File: src/hw/rtl/grr_pkg.sv
// Shared constants, codes and control types for the glyph row renderer.
`default_nettype none

package grr_pkg;

    localparam int GLYPH_ROWS  = 16;
    localparam int GLYPH_WIDTH = 8;
    localparam int GLYPH_COUNT = 256;

    localparam int ROW_W       = $clog2(GLYPH_ROWS);
    localparam int CODE_W      = $clog2(GLYPH_COUNT);
    localparam int STORE_DEPTH = GLYPH_COUNT * GLYPH_ROWS;
    localparam int STORE_AW    = $clog2(STORE_DEPTH);

    localparam int X_W       = 12;
    localparam int Y_W       = 12;
    localparam int CODE_IN_W = 8;
    localparam int LROW_W    = 4;
    localparam int COLOR_W   = 24;
    localparam int IDX_W     = 26;
    localparam int PITCH_W   = 14;
    localparam int LANE_W    = 8;

    localparam int CFG_IDX_W  = 1;
    localparam int CFG_DATA_W = 14;

    localparam logic [CFG_IDX_W-1:0] CFG_PIXEL_ORDER      = 1'd0;
    localparam logic [CFG_IDX_W-1:0] CFG_SCAN_LINE_PIXELS = 1'd1;

    localparam logic [PITCH_W-1:0] PITCH_RESET = 14'd1024;

    localparam logic REQ_LOAD = 1'b0;
    localparam logic REQ_DRAW = 1'b1;

    typedef struct packed {
        logic load_wr;
        logic capture;
        logic base;
        logic advance;
    } t_grr_cmd;

    typedef struct packed {
        logic last_row;
        logic out_free;
    } t_grr_status;

endpackage

`default_nettype wire

File: src/hw/rtl/grr_ctrl.sv
// Controller state machine: accepts requests and sequences the glyph rows.
`default_nettype none

module grr_ctrl (
    input  wire logic              i_clk,
    input  wire logic              i_rst_n,
    input  wire logic              i_in_valid,
    input  wire logic              i_req_type,
    output logic                   o_in_ready,
    input  wire grr_pkg::t_grr_status i_status,
    output grr_pkg::t_grr_cmd      o_cmd
);
    import grr_pkg::*;

    typedef enum logic [2:0] {
        ST_IDLE = 3'b001,
        ST_BASE = 3'b010,
        ST_ROWS = 3'b100
    } t_state;

    t_state r_state;
    t_state n_state;
    logic   accept;

    assign o_in_ready = (r_state == ST_IDLE);
    assign accept     = i_in_valid && o_in_ready;

    always_comb begin
        o_cmd.load_wr = accept && (i_req_type == REQ_LOAD);
        o_cmd.capture = accept && (i_req_type == REQ_DRAW);
        o_cmd.base    = (r_state == ST_BASE);
        o_cmd.advance = (r_state == ST_ROWS) && i_status.out_free;
    end

    always_comb begin
        n_state = r_state;
        case (r_state)
            ST_IDLE: begin
                if (o_cmd.capture) begin
                    n_state = ST_BASE;
                end
            end
            ST_BASE: begin
                n_state = ST_ROWS;
            end
            ST_ROWS: begin
                if (o_cmd.advance && i_status.last_row) begin
                    n_state = ST_IDLE;
                end
            end
            default: begin
                n_state = ST_IDLE;
            end
        endcase
    end

    always_ff @(posedge i_clk) begin
        if (!i_rst_n) begin
            r_state <= ST_IDLE;
        end else begin
            r_state <= n_state;
        end
    end

endmodule

`default_nettype wire

File: config.mk
export PLATFORM = sky130hd
export DESIGN_NAME = grr_ctrl
export DESIGN_NICKNAME = d
export VERILOG_FILES = /design/src/hw/rtl/grr_pkg.sv /design/src/hw/rtl/grr_ctrl.sv
export SDC_FILE = /design/constraint.sdc
export NUM_CORES = 1
export LEC_CHECK = 0
export ABC_AREA = 1
export CORE_AREA = 2 2 39 41
export DETAILED_ROUTE_END_ITERATION = 12
export DIE_AREA = 0 0 41 43
export DONT_BUFFER_PORTS = 1
export GPL_TIMING_DRIVEN = 0
export SYNTH_ARGS = -nofsm -noshare
export SYNTH_HDL_FRONTEND = slang
export SYNTH_SLANG_ARGS = --single-unit
export TNS_END_PERCENT = 1
File: constraint.sdc
create_clock -name i_clk -period 1 [get_ports i_clk]
set_input_delay 0 -clock i_clk [delete_from_list [all_inputs] [get_ports i_clk]]
set_output_delay 0 -clock i_clk [all_outputs]
set_load 0.02 [all_outputs]
==> impl_results.rst, run 1 <==
.. list-table::
   :header-rows: 1

   * - Metric
     - Value
   * - Status
     - finished, violations left
   * - Violations in the final reports
     - negative setup slack
   * - Unrepaired setup endpoints after global routing
     - true
   * - Dominant delay contributor by cell family on the critical path
     - simple AND/OR/NAND/NOR gates
   * - Count of input and output buffers
     - 0
   * - Avg Vias per Cell
     - 3.78
   * - Registers with the highest flip-flop counts
     - r_state: 3 flops
   * - GRT Residual Overflow
     - 0
   * - Final critical delay including setup and external delays
     - 1080 ps
   * - Initial cell density of the core
     - 13.3%
   * - Rows
     - 14
   * - Weighted congestion reported at the end of routability-driven placement
     - 0.590
   * - Compound-gate portion of the synthesized area
     - ~5.4%
   * - Top register by number of flip-flops
     - r_state
   * - Part of the power in registers
     - 31.3%
   * - Pre-Repair DR Iteration Count
     - 4
   * - Static leakage
     - 0.148 nW
   * - Launching point of the worst reg2reg path
     - r_state[2]
   * - WP data required
     - 1000 ps
   * - Initial antenna violation count
     - 0
   * - Width of the die
     - 41 µm
   * - Setup slack of the critical path after layout
     - -77.5 ps
   * - Kind of critical path
     - register to output port
   * - Combinational family with the most area after synthesis
     - simple AND/OR/NAND/NOR gates
   * - Vias in the first global route
     - between 150 and 200
   * - Final standard cell count with taps included and fillers excluded
     - 51
   * - Worst Hold Launch
     - i_status[0]
   * - Fin Clk Skew
     - approximately 1.8 ps
   * - Routed Antenna Nets
     - 0
   * - Count of max-cap constraint violations
     - 0
   * - Part of the Yosys area used for sequential elements
     - 32.7%
   * - Highest-count cells in the layout ignoring fill and taps
     - sky130_fd_sc_hd__inv_1 (5), sky130_fd_sc_hd__nand3_1 (4), sky130_fd_sc_hd__buf_4 (3), sky130_fd_sc_hd__clkbuf_4 (3), sky130_fd_sc_hd__dlygate4sd3_1 (3)
   * - Root Buffer Master
     - sky130_fd_sc_hd__clkbuf_4
   * - Fraction of layout cells with a size suffix above 1
     - between 40% and 50%
   * - Power per standard cell area
     - 1470 nW/µm²
   * - TritonCTS buffer count
     - 3
   * - Syn. warnings
     - 0
   * - Nets@finish
     - 42
   * - Combined area of all synthesized cells
     - 184 µm²
   * - Slowest-stage cell, CP
     - sky130_fd_sc_hd__dfxtp_1
   * - Avg Cell Area, Syn
     - between 7 and 8 µm²
   * - Maximum fanout count along the critical path
     - 4
   * - Number of buffers on the longest clock path
     - 2
   * - Adder-cell share of the synthesized area
     - 0%
   * - Maximum level of the CTS H-tree
     - 1
   * - Number of distinct library cells after synthesis
     - 16
   * - Chip Height
     - about 43 µm
   * - Maximum vdd ir drop
     - 0.856 mV
   * - Sinks on Clock Net
     - 3
   * - Area taken by multi-input logic gates
     - 106 µm²
   * - Number of pins with negative max-slew slack in the final report
     - 0
   * - Clock power frac
     - 48.6%
   * - Largest net degree at the start of global routing
     - 5
   * - Clock slew at the register clock pins of the worst setup and hold paths
     - 40 ps
   * - Net Count, Synth
     - 32
   * - Aggregate global-route resource usage
     - between 6 and 7%
   * - Highest cell delay on the worst timing path
     - 340 ps
   * - Path category of the worst min-delay check
     - primary input to register
   * - Seq cells post-synth
     - 3
   * - Via count of the routed design
     - between 150 and 200
   * - Register area
     - 62.6 µm²
   * - Transition time at the pin with the least slew margin
     - roughly 280 ps
   * - Number of setup violations in the final report
     - 2
   * - Most common cell after layout, fill and taps aside
     - sky130_fd_sc_hd__inv_1
   * - Routed wire length
     - 417 µm
   * - Setup TNS Final
     - -149 ps
   * - Post-detailed-route wirelength per cell
     - roughly 8.2 µm
   * - Placed cells
     - 42
   * - R2R Setup Slk
     - around 10 ps
   * - Kind of launch point of the worst setup path
     - register
   * - Wire length of the first global-routing pass
     - 696 µm
   * - Hold Path Sink
     - r_state[2]
   * - Xor-xnor portion of the synthesized cell area
     - 0%
   * - Total of fill cells in the finished design
     - 153
   * - RR Endpoint
     - r_state[1]
   * - Fmax
     - 928 MHz
   * - Crit path cell chain
     - nand3b_1, nor3_4
   * - Power spent charging and discharging nets
     - 0.121 mW
   * - Switching Share
     - 27.9%
   * - Clock latency at the later pin of the worst-skew pair
     - 230 ps
   * - Cell count after synthesis
     - 26
   * - Core footprint
     - about 1400 µm²
   * - Worst hold path depth
     - 3
   * - Total die area
     - 1760 µm²
   * - Final Hold Violating Endpoints
     - 0
   * - Worst Path Buf+Inv
     - 0
   * - Clock tree from TritonCTS
     - built
   * - Worst-case reg-to-reg path depth
     - 6
   * - Number of diodes added for antenna fixing
     - 0
   * - Mux share of post-synthesis cell area
     - 0%
   * - Area added between synthesis and finish
     - 59.9%
   * - Power share of the combinational group
     - 20.1%
   * - Slew Limit Headroom
     - 81.3%
   * - Simple-gate share of the synthesized area
     - a little over two fifths
   * - Kind of capture point of the worst setup path
     - output port
   * - Starting DRC count in detailed routing
     - 7
   * - Tcrit/Tclk final
     - 108%
   * - Largest register FFs
     - 3
   * - Internal power
     - roughly 0.31 mW
   * - # DRC
     - 0
   * - Critical path arrival
     - between 1000 and 1500 ps
   * - Total I/O pin count
     - 11
logic make-up after synthesis:
kind of cell / after synthesis
and+or+nand+nor: 13
buffers and inverters: 8
DFF: 3
AOI/OAI and AO/OA: 2
area by class of cell:
cell class	instances	share of cell area [%]
Inverter	7	8.94
Buffer	1	2.55
Multi-Input combinational cell	15	36.2
Clock buffer	4	8.94
Tap cell	16	6.81
Timing Repair Buffer	5	15.3
Sequential cell	3	21.3
power by group through the flow:
stage,combinational (mW),clock (mW),sequential [mW]
6_report,0.0871,0.210,0.136
5_1_grt,0.0968,0.231,0.136
4_1_cts,0.0877,0.221,0.136
3_5_place_dp,0.0645,0,0.137
3_3_place_gp,0.0654,0,0.136
2_1_floorplan,0.0573,0,0.135
per-stage QoR:
step                power [mW]  setup WS (ps)  hold slack (ps)  area, µm²  util (%)
floorplan                0.192           31.3             83.1        184         -
global placement         0.201          -32.9             86.2        204      14.7
detailed placement       0.201          -44.2             89.2        204      14.7
CTS                      0.444           -120             5.16        289      20.9
global route             0.464           -154             41.2        294      21.2
finish                   0.433          -77.5             6.00        294      21.2
synthesized netlist by cell type:
| library cell | count | share of area, % |
|---|---|---|
| sky130_fd_sc_hd__nand2_1 | 1 | 2.0 |
| sky130_fd_sc_hd__nand3_2 | 1 | 5.4 |
| sky130_fd_sc_hd__nor2_2 | 1 | 3.4 |
| sky130_fd_sc_hd__o21ai_1 | 1 | 2.7 |
| sky130_fd_sc_hd__buf_4 | 1 | 4.1 |
| sky130_fd_sc_hd__inv_2 | 1 | 2.0 |
| sky130_fd_sc_hd__nand2_2 | 1 | 3.4 |
| sky130_fd_sc_hd__inv_1 | 6 | 12 |
| sky130_fd_sc_hd__a21oi_1 | 1 | 2.7 |
| sky130_fd_sc_hd__nand3b_1 | 1 | 4.1 |
| sky130_fd_sc_hd__nor3_1 | 1 | 2.7 |
| sky130_fd_sc_hd__nand3_1 | 4 | 11 |
| sky130_fd_sc_hd__dfxtp_1 | 3 | 33 |
| sky130_fd_sc_hd__nor2_4 | 1 | 6.1 |
| sky130_fd_sc_hd__and3_1 | 1 | 3.4 |
| sky130_fd_sc_hd__nor2_1 | 1 | 2.0 |
worst max path at each step:
stage	cells after the start	end	slack [ps]	start
2_1_floorplan	2	o_cmd[3]	30	r_state[1]
3_3_place_gp	2	o_cmd[3]	-30	r_state[1]
3_5_place_dp	2	o_cmd[3]	-40	r_state[1]
4_1_cts	5	o_cmd[2]	-120	r_state[2]
5_1_grt	5	o_cmd[2]	-150	r_state[2]
6_report	2	o_cmd[3]	-80	r_state[1]
per-layer routing:
| metal | vias up | GRT usage, % | part of all wire (%) |
|---|---|---|---|
| met1 | 81 | 7.37 | 43 |
| met2 | 14 | 7.50 | 41 |
| met4 | 0 | 4.00 | 0 |
| li1 | 98 | - | - |
| met5 | - | 0 | 0 |
| met3 | 0 | 5.76 | 15 |
tightest hold or removal path, stage by stage:
cell and delay, ps:
sky130_fd_sc_hd__nand2_1 30, sky130_fd_sc_hd__nand3_1 100, sky130_fd_sc_hd__a21oi_1 70
what timing repair did:
item,4_1_cts,5_1_grt
buffers inserted,2,0
pin swaps,2,2
gates resized for setup,5,2
cloned,0,0
endpoints found under the hold margin,3,0
hold buffers,3,0
endpoints found under the setup margin,2,5
Power figures use the tool's default switching activity.
==> inputs of run 2 (changes only) <==
Settings changed: ABC_AREA 1 to unset.
==> run 2 against run 1 <==
  * The run still ends with negative setup slack left
  * Die area unchanged
  * Core utilization decreased by 2.2 points
  * First-iteration DRC count decreased by 29%
  * Wire length decreased by 7.7%
  * Flip-flop and latch count unchanged
  * Total power decreased by 7.7%
  * Highest routed layer unchanged
==> impl_results.rst, run 2 <==
.. list-table::
   :header-rows: 1

   * - Metric
     - Value
   * - Kind of capture point of the worst setup path
     - output port
   * - Violations in the final reports
     - negative setup slack
   * - Slew Limit Headroom
     - 80.8%
   * - Power spent charging and discharging nets
     - 0.0985 mW
   * - Total die area
     - 1760 µm²
   * - Registers with the highest flip-flop counts
     - r_state: 3 flops
   * - Pwr Total
     - 0.400 mW
   * - Power share of the combinational group
     - around 14%
   * - Fmax
     - 789 MHz
   * - Maximum vdd ir drop
     - 0.344 mV
   * - Highest cell delay on the worst timing path
     - 430 ps
   * - Starting DRC count in detailed routing
     - 5
   * - Unrepaired setup endpoints after global routing
     - true
   * - Cell area reported after detailed placement
     - about 190 µm²
   * - Number of buffers on the longest clock path
     - 2
   * - Cell with the most instances after synthesis
     - sky130_fd_sc_hd__dfxtp_1
   * - Leading cell types by total area after synthesis
     - sky130_fd_sc_hd__dfxtp_1 (36%), sky130_fd_sc_hd__nor3b_1 (9.1%), sky130_fd_sc_hd__and4bb_2 (7.6%)
   * - Final critical delay including setup and external delays
     - 1270 ps
   * - Weighted congestion reported at the end of routability-driven placement
     - 0.599
   * - EDFF count, synth
     - 0
   * - Maximum level of the CTS H-tree
     - 1
   * - Path category of the worst min-delay check
     - primary input to output port
   * - Sinks on Clock Net
     - 3
   * - Net Count, Synth
     - 23
   * - Kind of launch point of the worst setup path
     - register
   * - Total of fill cells in the finished design
     - between 150 and 200
   * - WP data required
     - 1000 ps
   * - Root Buffer Master
     - sky130_fd_sc_hd__clkbuf_4
   * - Initial cell density of the core
     - 11.9%
   * - Tcrit/Tclk final
     - 127%
   * - Switching Share
     - 24.6%
   * - Aggregate global-route resource usage
     - 5.41%
   * - Count of input and output buffers
     - 0
   * - Power per standard cell area
     - 1510 nW/µm²
   * - Crit path launch
     - r_state[1]
   * - Top register by number of flip-flops
     - r_state
   * - Kind of critical path
     - register to output port
   * - Clock tree from TritonCTS
     - built
   * - Setup TNS Final
     - -848 ps
   * - Combined area of all synthesized cells
     - 165 µm²
   * - Via count of the routed design
     - 149
   * - Avg Cell Area, Syn
     - 9.72 µm²
   * - Crit path cell chain
     - or3b_4, nor3b_4
   * - Number of pins with negative max-slew slack in the final report
     - 0
   * - Nets@finish
     - 32
   * - # DRC
     - 0
   * - Area taken by multi-input logic gates
     - about 110 µm²
   * - Slowest-stage cell, CP
     - sky130_fd_sc_hd__or3b_4
   * - Rows
     - 14
   * - Internal power
     - about 0.30 mW
   * - Core footprint
     - ~1400 µm²
   * - Cell count after synthesis
     - 17
   * - Largest net degree at the start of global routing
     - 5
   * - Clock power frac
     - between 50 and 60%
   * - Main synth FF type
     - sky130_fd_sc_hd__dfxtp_1
   * - Pre-Repair DR Iteration Count
     - 2
   * - Clock latency at the later pin of the worst-skew pair
     - 230 ps
   * - Final design area excluding fillers
     - 264 µm²
   * - Share of Yosys cell area claimed by the top area cell type
     - 36.4%
   * - Highest-count cells in the layout ignoring fill and taps
     - sky130_fd_sc_hd__buf_4 (4), sky130_fd_sc_hd__clkbuf_4 (3), sky130_fd_sc_hd__dfxtp_2 (3)
   * - Most area-hungry cell type in the Yosys netlist
     - sky130_fd_sc_hd__dfxtp_1
   * - Count of max-cap constraint violations
     - 0
   * - Launching point of the worst reg2reg path
     - r_state[1]
   * - Initial antenna violation count
     - 0
   * - Transition time at the pin with the least slew margin
     - 288 ps
   * - Vias in the first global route
     - 159
   * - Fraction of layout cells with a size suffix above 1
     - around three fifths
   * - Worst hold-check slack
     - ~39 ps
   * - Part of the Yosys area used for sequential elements
     - 36.4%
   * - Register area
     - roughly 64 µm²
   * - Area added between synthesis and finish
     - 59.8%
   * - Critical path arrival
     - 1270 ps
   * - Post-detailed-route wirelength per cell
     - 9.39 µm
   * - GRT Residual Overflow
     - 0
   * - Worst Hold Launch
     - i_req_type
   * - Post-place setup slack
     - -194 ps
   * - TritonCTS buffer count
     - 3
   * - Status
     - finished, violations left
   * - Clock slew at the register clock pins of the worst setup and hold paths
     - 40 ps
   * - Syn. warnings
     - 0
   * - Number of distinct library cells after synthesis
     - 14
   * - Number of diodes added for antenna fixing
     - 0
   * - Wire length of the first global-routing pass
     - between 500 and 600 µm
   * - Static leakage
     - 0.0960 nW
   * - Async SR Flop Fraction
     - 0%
   * - Final Hold Violating Endpoints
     - 0
   * - Number of setup violations in the final report
     - 6
   * - Part of the power in registers
     - between 30% and 40%
   * - Most common cell after layout, fill and taps aside
     - sky130_fd_sc_hd__buf_4
   * - Worst Path Buf+Inv
     - 0
   * - Fin Clk Skew
     - 1.44 ps
   * - Maximum fanout count along the critical path
     - 3
   * - Dominant delay contributor by cell family on the critical path
     - simple AND/OR/NAND/NOR gates
   * - Routed Antenna Nets
     - 0
   * - Avg Vias per Cell
     - about 3.6
   * - Routed wire length
     - about 390 µm
   * - Largest register FFs
     - 3
   * - Cell types with the highest counts after synthesis
     - sky130_fd_sc_hd__dfxtp_1 (3), sky130_fd_sc_hd__nor3b_1 (2)
   * - Width of the die
     - 41 µm
   * - Seq cells post-synth
     - 3
   * - Chip Height
     - 43 µm
   * - Setup slack of the critical path after layout
     - -267 ps
   * - Total I/O pin count
     - 11
-- run 2: what timing repair did --
action,CTS,global route
buffers inserted,3,0
pin swaps,4,4
endpoints found under the hold margin,3,0
gates resized for setup,4,0
hold buffers,1,0
endpoints found under the setup margin,5,7
-- run 2: path summary, 6_finish.rpt --
kind / endpoint / cells after the start / slack [ps]
hold / removal: o_cmd[3] / 1 / 40
setup reg to reg: r_state[1] / 3 / -130
setup / recovery: o_cmd[3] / 2 / -270
hold reg to reg: r_state[2] / 3 / 630
-- run 2: through the flow --
| stage | instances | utilization (%) |
|---|---|---|
| floorplan | 17 | - |
| global placement | 33 | 13.8 |
| detailed placement | 33 | 13.8 |
| CTS | 41 | 19.1 |
| global route | 41 | 19.1 |
| finish | 41 | 19.1 |
-- run 2: layer usage --
metal,track usage (%),wire length (µm)
met3,5.76,49
met5,0,0
met4,4.00,0
met2,6.88,174
met1,4.78,161
-- run 2: cells by family (layout without fill, tap and decap cells) --
family	count (synthesis)	after routing	share of synthesized area, %
flops	3	3	36.4
compound gates	2	2	8.33
buf+inv	2	10	6.82
simple gates	9	9	42.4
mux	1	1	6.06
-- run 2: power by group through the flow --
stage	registers, mW	logic, mW	clock network (mW)
after global routing	0.127	0.0623	0.234
after detailed placement	0.130	0.0425	0
final	0.127	0.0575	0.216
after global placement	0.130	0.0426	0
after floorplan	0.129	0.0392	0
after CTS	0.127	0.0584	0.226
-- run 2: worst reg2reg max path, stage by stage (launching register included) --
cell and delay (ps):
sky130_fd_sc_hd__dfxtp_2 310, sky130_fd_sc_hd__or3b_4 430, sky130_fd_sc_hd__nor2_4 190, sky130_fd_sc_hd__and2_1 150
-- run 2: layout make-up --
type	count	share of cell area (%)
Buffer	1	2.84
Tap cell	16	7.58
Multi-Input combinational cell	12	41.7
Sequential cell	3	24.2
Clock buffer	4	9.95
Inverter	1	1.42
Timing Repair Buffer	4	12.3
==> inputs of run 3 (changes only) <==
Settings changed: HOLD_SLACK_MARGIN set to 0.06.
==> run 3 against run 2 <==
  * Non-clock buffer count up 1
  * Sequential power hardly changed
  * First-iteration DRC count unchanged
  * Hold slack improved by 37 ps
  * Sequential share of layout area decreased by 0.88 points
  * The run still ends with negative setup slack left
==> impl_results.rst, run 3 (same netlist as run 2, synthesis figures left out) <==
.. list-table::
   :header-rows: 1

   * - Metric
     - Value
   * - Clock slew at the register clock pins of the worst setup and hold paths
     - 40 ps
   * - Final critical delay including setup and external delays
     - 1270 ps
   * - Maximum level of the CTS H-tree
     - 1
   * - Transition time at the pin with the least slew margin
     - 288 ps
   * - Core footprint
     - 1380 µm²
   * - Avg Vias per Cell
     - 3.64
   * - Total die area
     - about 1800 µm²
   * - Switching Share
     - 24.8%
   * - Aggregate global-route resource usage
     - between 5 and 6%
   * - GRT Residual Overflow
     - 0
   * - Initial cell density of the core
     - 11.9%
   * - Clock tree from TritonCTS
     - built
   * - Via count of the routed design
     - 153
   * - Critical path arrival
     - approximately 1300 ps
   * - Number of setup violations in the final report
     - 6
   * - Largest register FFs
     - 3
   * - Fmax
     - 789 MHz
   * - Kind of critical path
     - register to output port
   * - Internal power
     - 0.304 mW
   * - Sinks on Clock Net
     - 3
   * - Clock power frac
     - 53.4%
   * - Fraction of layout cells with a size suffix above 1
     - 57.7%
   * - Nets@finish
     - 33
   * - Pre-Repair DR Iteration Count
     - 2
   * - Static leakage
     - 0.100 nW
   * - Width of the die
     - between 40 and 50 µm
   * - Setup slack of the critical path after layout
     - -267 ps
   * - Top register by number of flip-flops
     - r_state
   * - Final standard cell count with taps included and fillers excluded
     - 42
   * - TritonCTS buffer count
     - 3
   * - Highest-count cells in the layout ignoring fill and taps
     - sky130_fd_sc_hd__buf_4 (4), sky130_fd_sc_hd__clkbuf_4 (3), sky130_fd_sc_hd__dfxtp_2 (3)
   * - Slew Limit Headroom
     - 80.8%
   * - Final Hold Violating Endpoints
     - 0
   * - Wire length of the first global-routing pass
     - 600 µm
   * - Weighted congestion reported at the end of routability-driven placement
     - 0.599
   * - Routed Antenna Nets
     - 0
   * - Largest net degree at the start of global routing
     - 5
   * - Power per standard cell area
     - 1470 nW/µm²
   * - Power share of the combinational group
     - 15.3%
   * - Starting DRC count in detailed routing
     - 5
   * - Power spent charging and discharging nets
     - ~0.1 mW
   * - Worst-case reg-to-reg path depth
     - 3
   * - Registers with the highest flip-flop counts
     - r_state: 3 flops
   * - Initial antenna violation count
     - 0
   * - Critical path capture point
     - o_cmd[3]
   * - Maximum fanout count along the critical path
     - 3
   * - Maximum vdd ir drop
     - 0.345 mV
   * - Kind of launch point of the worst setup path
     - register
   * - Path category of the worst min-delay check
     - primary input to register
   * - R2R Setup Slk
     - -130 ps
   * - Post-detailed-route wirelength per cell
     - between 9 and 10 µm
   * - Part of the power in registers
     - 31.3%
   * - Fin Clk Skew
     - 1.44 ps
   * - Count of max-cap constraint violations
     - 0
   * - Placed cells
     - 33
   * - Most common cell after layout, fill and taps aside
     - sky130_fd_sc_hd__buf_4
   * - Number of buffers on the longest clock path
     - 2
   * - # DRC
     - 0
   * - Number of pins with negative max-slew slack in the final report
     - 0
   * - Violations in the final reports
     - negative setup slack
   * - Status
     - finished, violations left
   * - Launching point of the worst reg2reg path
     - r_state[1]
   * - Area taken by multi-input logic gates
     - 110 µm²
   * - Rows
     - 14
   * - Crit path launch
     - r_state[1]
   * - Unrepaired setup endpoints after global routing
     - true
   * - Clock latency at the later pin of the worst-skew pair
     - 230 ps
   * - Chip Height
     - between 40 and 50 µm
   * - Kind of capture point of the worst setup path
     - output port
   * - Total I/O pin count
     - 11
   * - Core utilization of the finished layout
     - 19.8%
   * - Tcrit/Tclk final
     - 127%
   * - Area added between synthesis and finish
     - 65.9%
   * - WP data required
     - 1000 ps
   * - Root Buffer Master
     - sky130_fd_sc_hd__clkbuf_4
   * - Register area
     - 63.8 µm²
   * - Number of diodes added for antenna fixing
     - 0
   * - Pwr Total
     - 0.404 mW
   * - Count of input and output buffers
     - 0
   * - RR Endpoint
     - r_state[1]
   * - Vias in the first global route
     - 165
   * - Total of fill cells in the finished design
     - ~160
   * - Routed wire length
     - between 300 and 400 µm
run 3: cell types whose count changed in the layout (fill, tap and decap cells not counted):
| cell | previous run | this run |
|---|---|---|
| sky130_fd_sc_hd__dlygate4sd3_1 | 1 | 2 |
run 3: worst max-delay path, stage by stage (launching register included):
cell                      delay [ps]
sky130_fd_sc_hd__dfxtp_2         310
sky130_fd_sc_hd__or3b_4          430
sky130_fd_sc_hd__nor3b_4         300
run 3: worst min path at each step:
| stage | slack [ps] | start | end | depth (start not counted) |
|---|---|---|---|---|
| finish | 80 | i_in_valid | r_state[0] | 3 |
| global route | 110 | i_in_valid | r_state[1] | 3 |
| CTS | 80 | i_in_valid | r_state[0] | 3 |
| detailed placement | 50 | i_req_type | o_cmd[3] | 1 |
| global placement | 50 | i_req_type | o_cmd[3] | 1 |
| floorplan | 50 | i_req_type | o_cmd[3] | 1 |
run 3: layer usage:
layer / GRT usage, % / routed length [µm] / part of all wire, %
met1: 4.78 / 166 / 42
met2: 7.19 / 175 / 45
met3: 5.76 / 49 / 13
met4: 4.00 / 0 / 0
met5: 0 / 0 / 0
run 3: power groups by stage:
| stage | Clock, mW | Sequential (mW) | Combinational, mW |
|---|---|---|---|
| 6_report | 0.216 | 0.127 | 0.0617 |
| 3_5_place_dp | 0 | 0.130 | 0.0425 |
| 3_3_place_gp | 0 | 0.130 | 0.0426 |
| 4_1_cts | 0.226 | 0.127 | 0.0625 |
| 2_1_floorplan | 0 | 0.129 | 0.0392 |
| 5_1_grt | 0.234 | 0.127 | 0.0667 |
run 3: layout make-up:
cell class | instances | area share, %
tap | 16 | 7.31
multi-input combinational | 12 | 40.2
timing repair buffer | 5 | 15.5
sequential | 3 | 23.3
clock buffer | 4 | 9.59
inverter | 1 | 1.37
buffer | 1 | 2.74
run 3: per-stage QoR:
| step | setup slack (ps) | area, µm² | TNS (ps) | hold WS (ps) |
|---|---|---|---|---|
| 2_1_floorplan | -94.3 | 171 | -259 | 51.1 |
| 3_3_place_gp | -172 | 191 | -473 | 53.2 |
| 3_5_place_dp | -194 | 191 | -537 | 53.7 |
| 4_1_cts | -300 | 274 | -959 | 75.1 |
| 5_1_grt | -302 | 274 | -1130 | 111 |
| 6_report | -267 | 274 | -848 | 75.5 |
run 3: timing repair:
item,in CTS,in global routing
setup endpoints to repair,5,7
hold endpoints to repair,4,0
pin swaps,4,4
hold buffers,2,0
resized for setup,4,0
buffers inserted,3,0
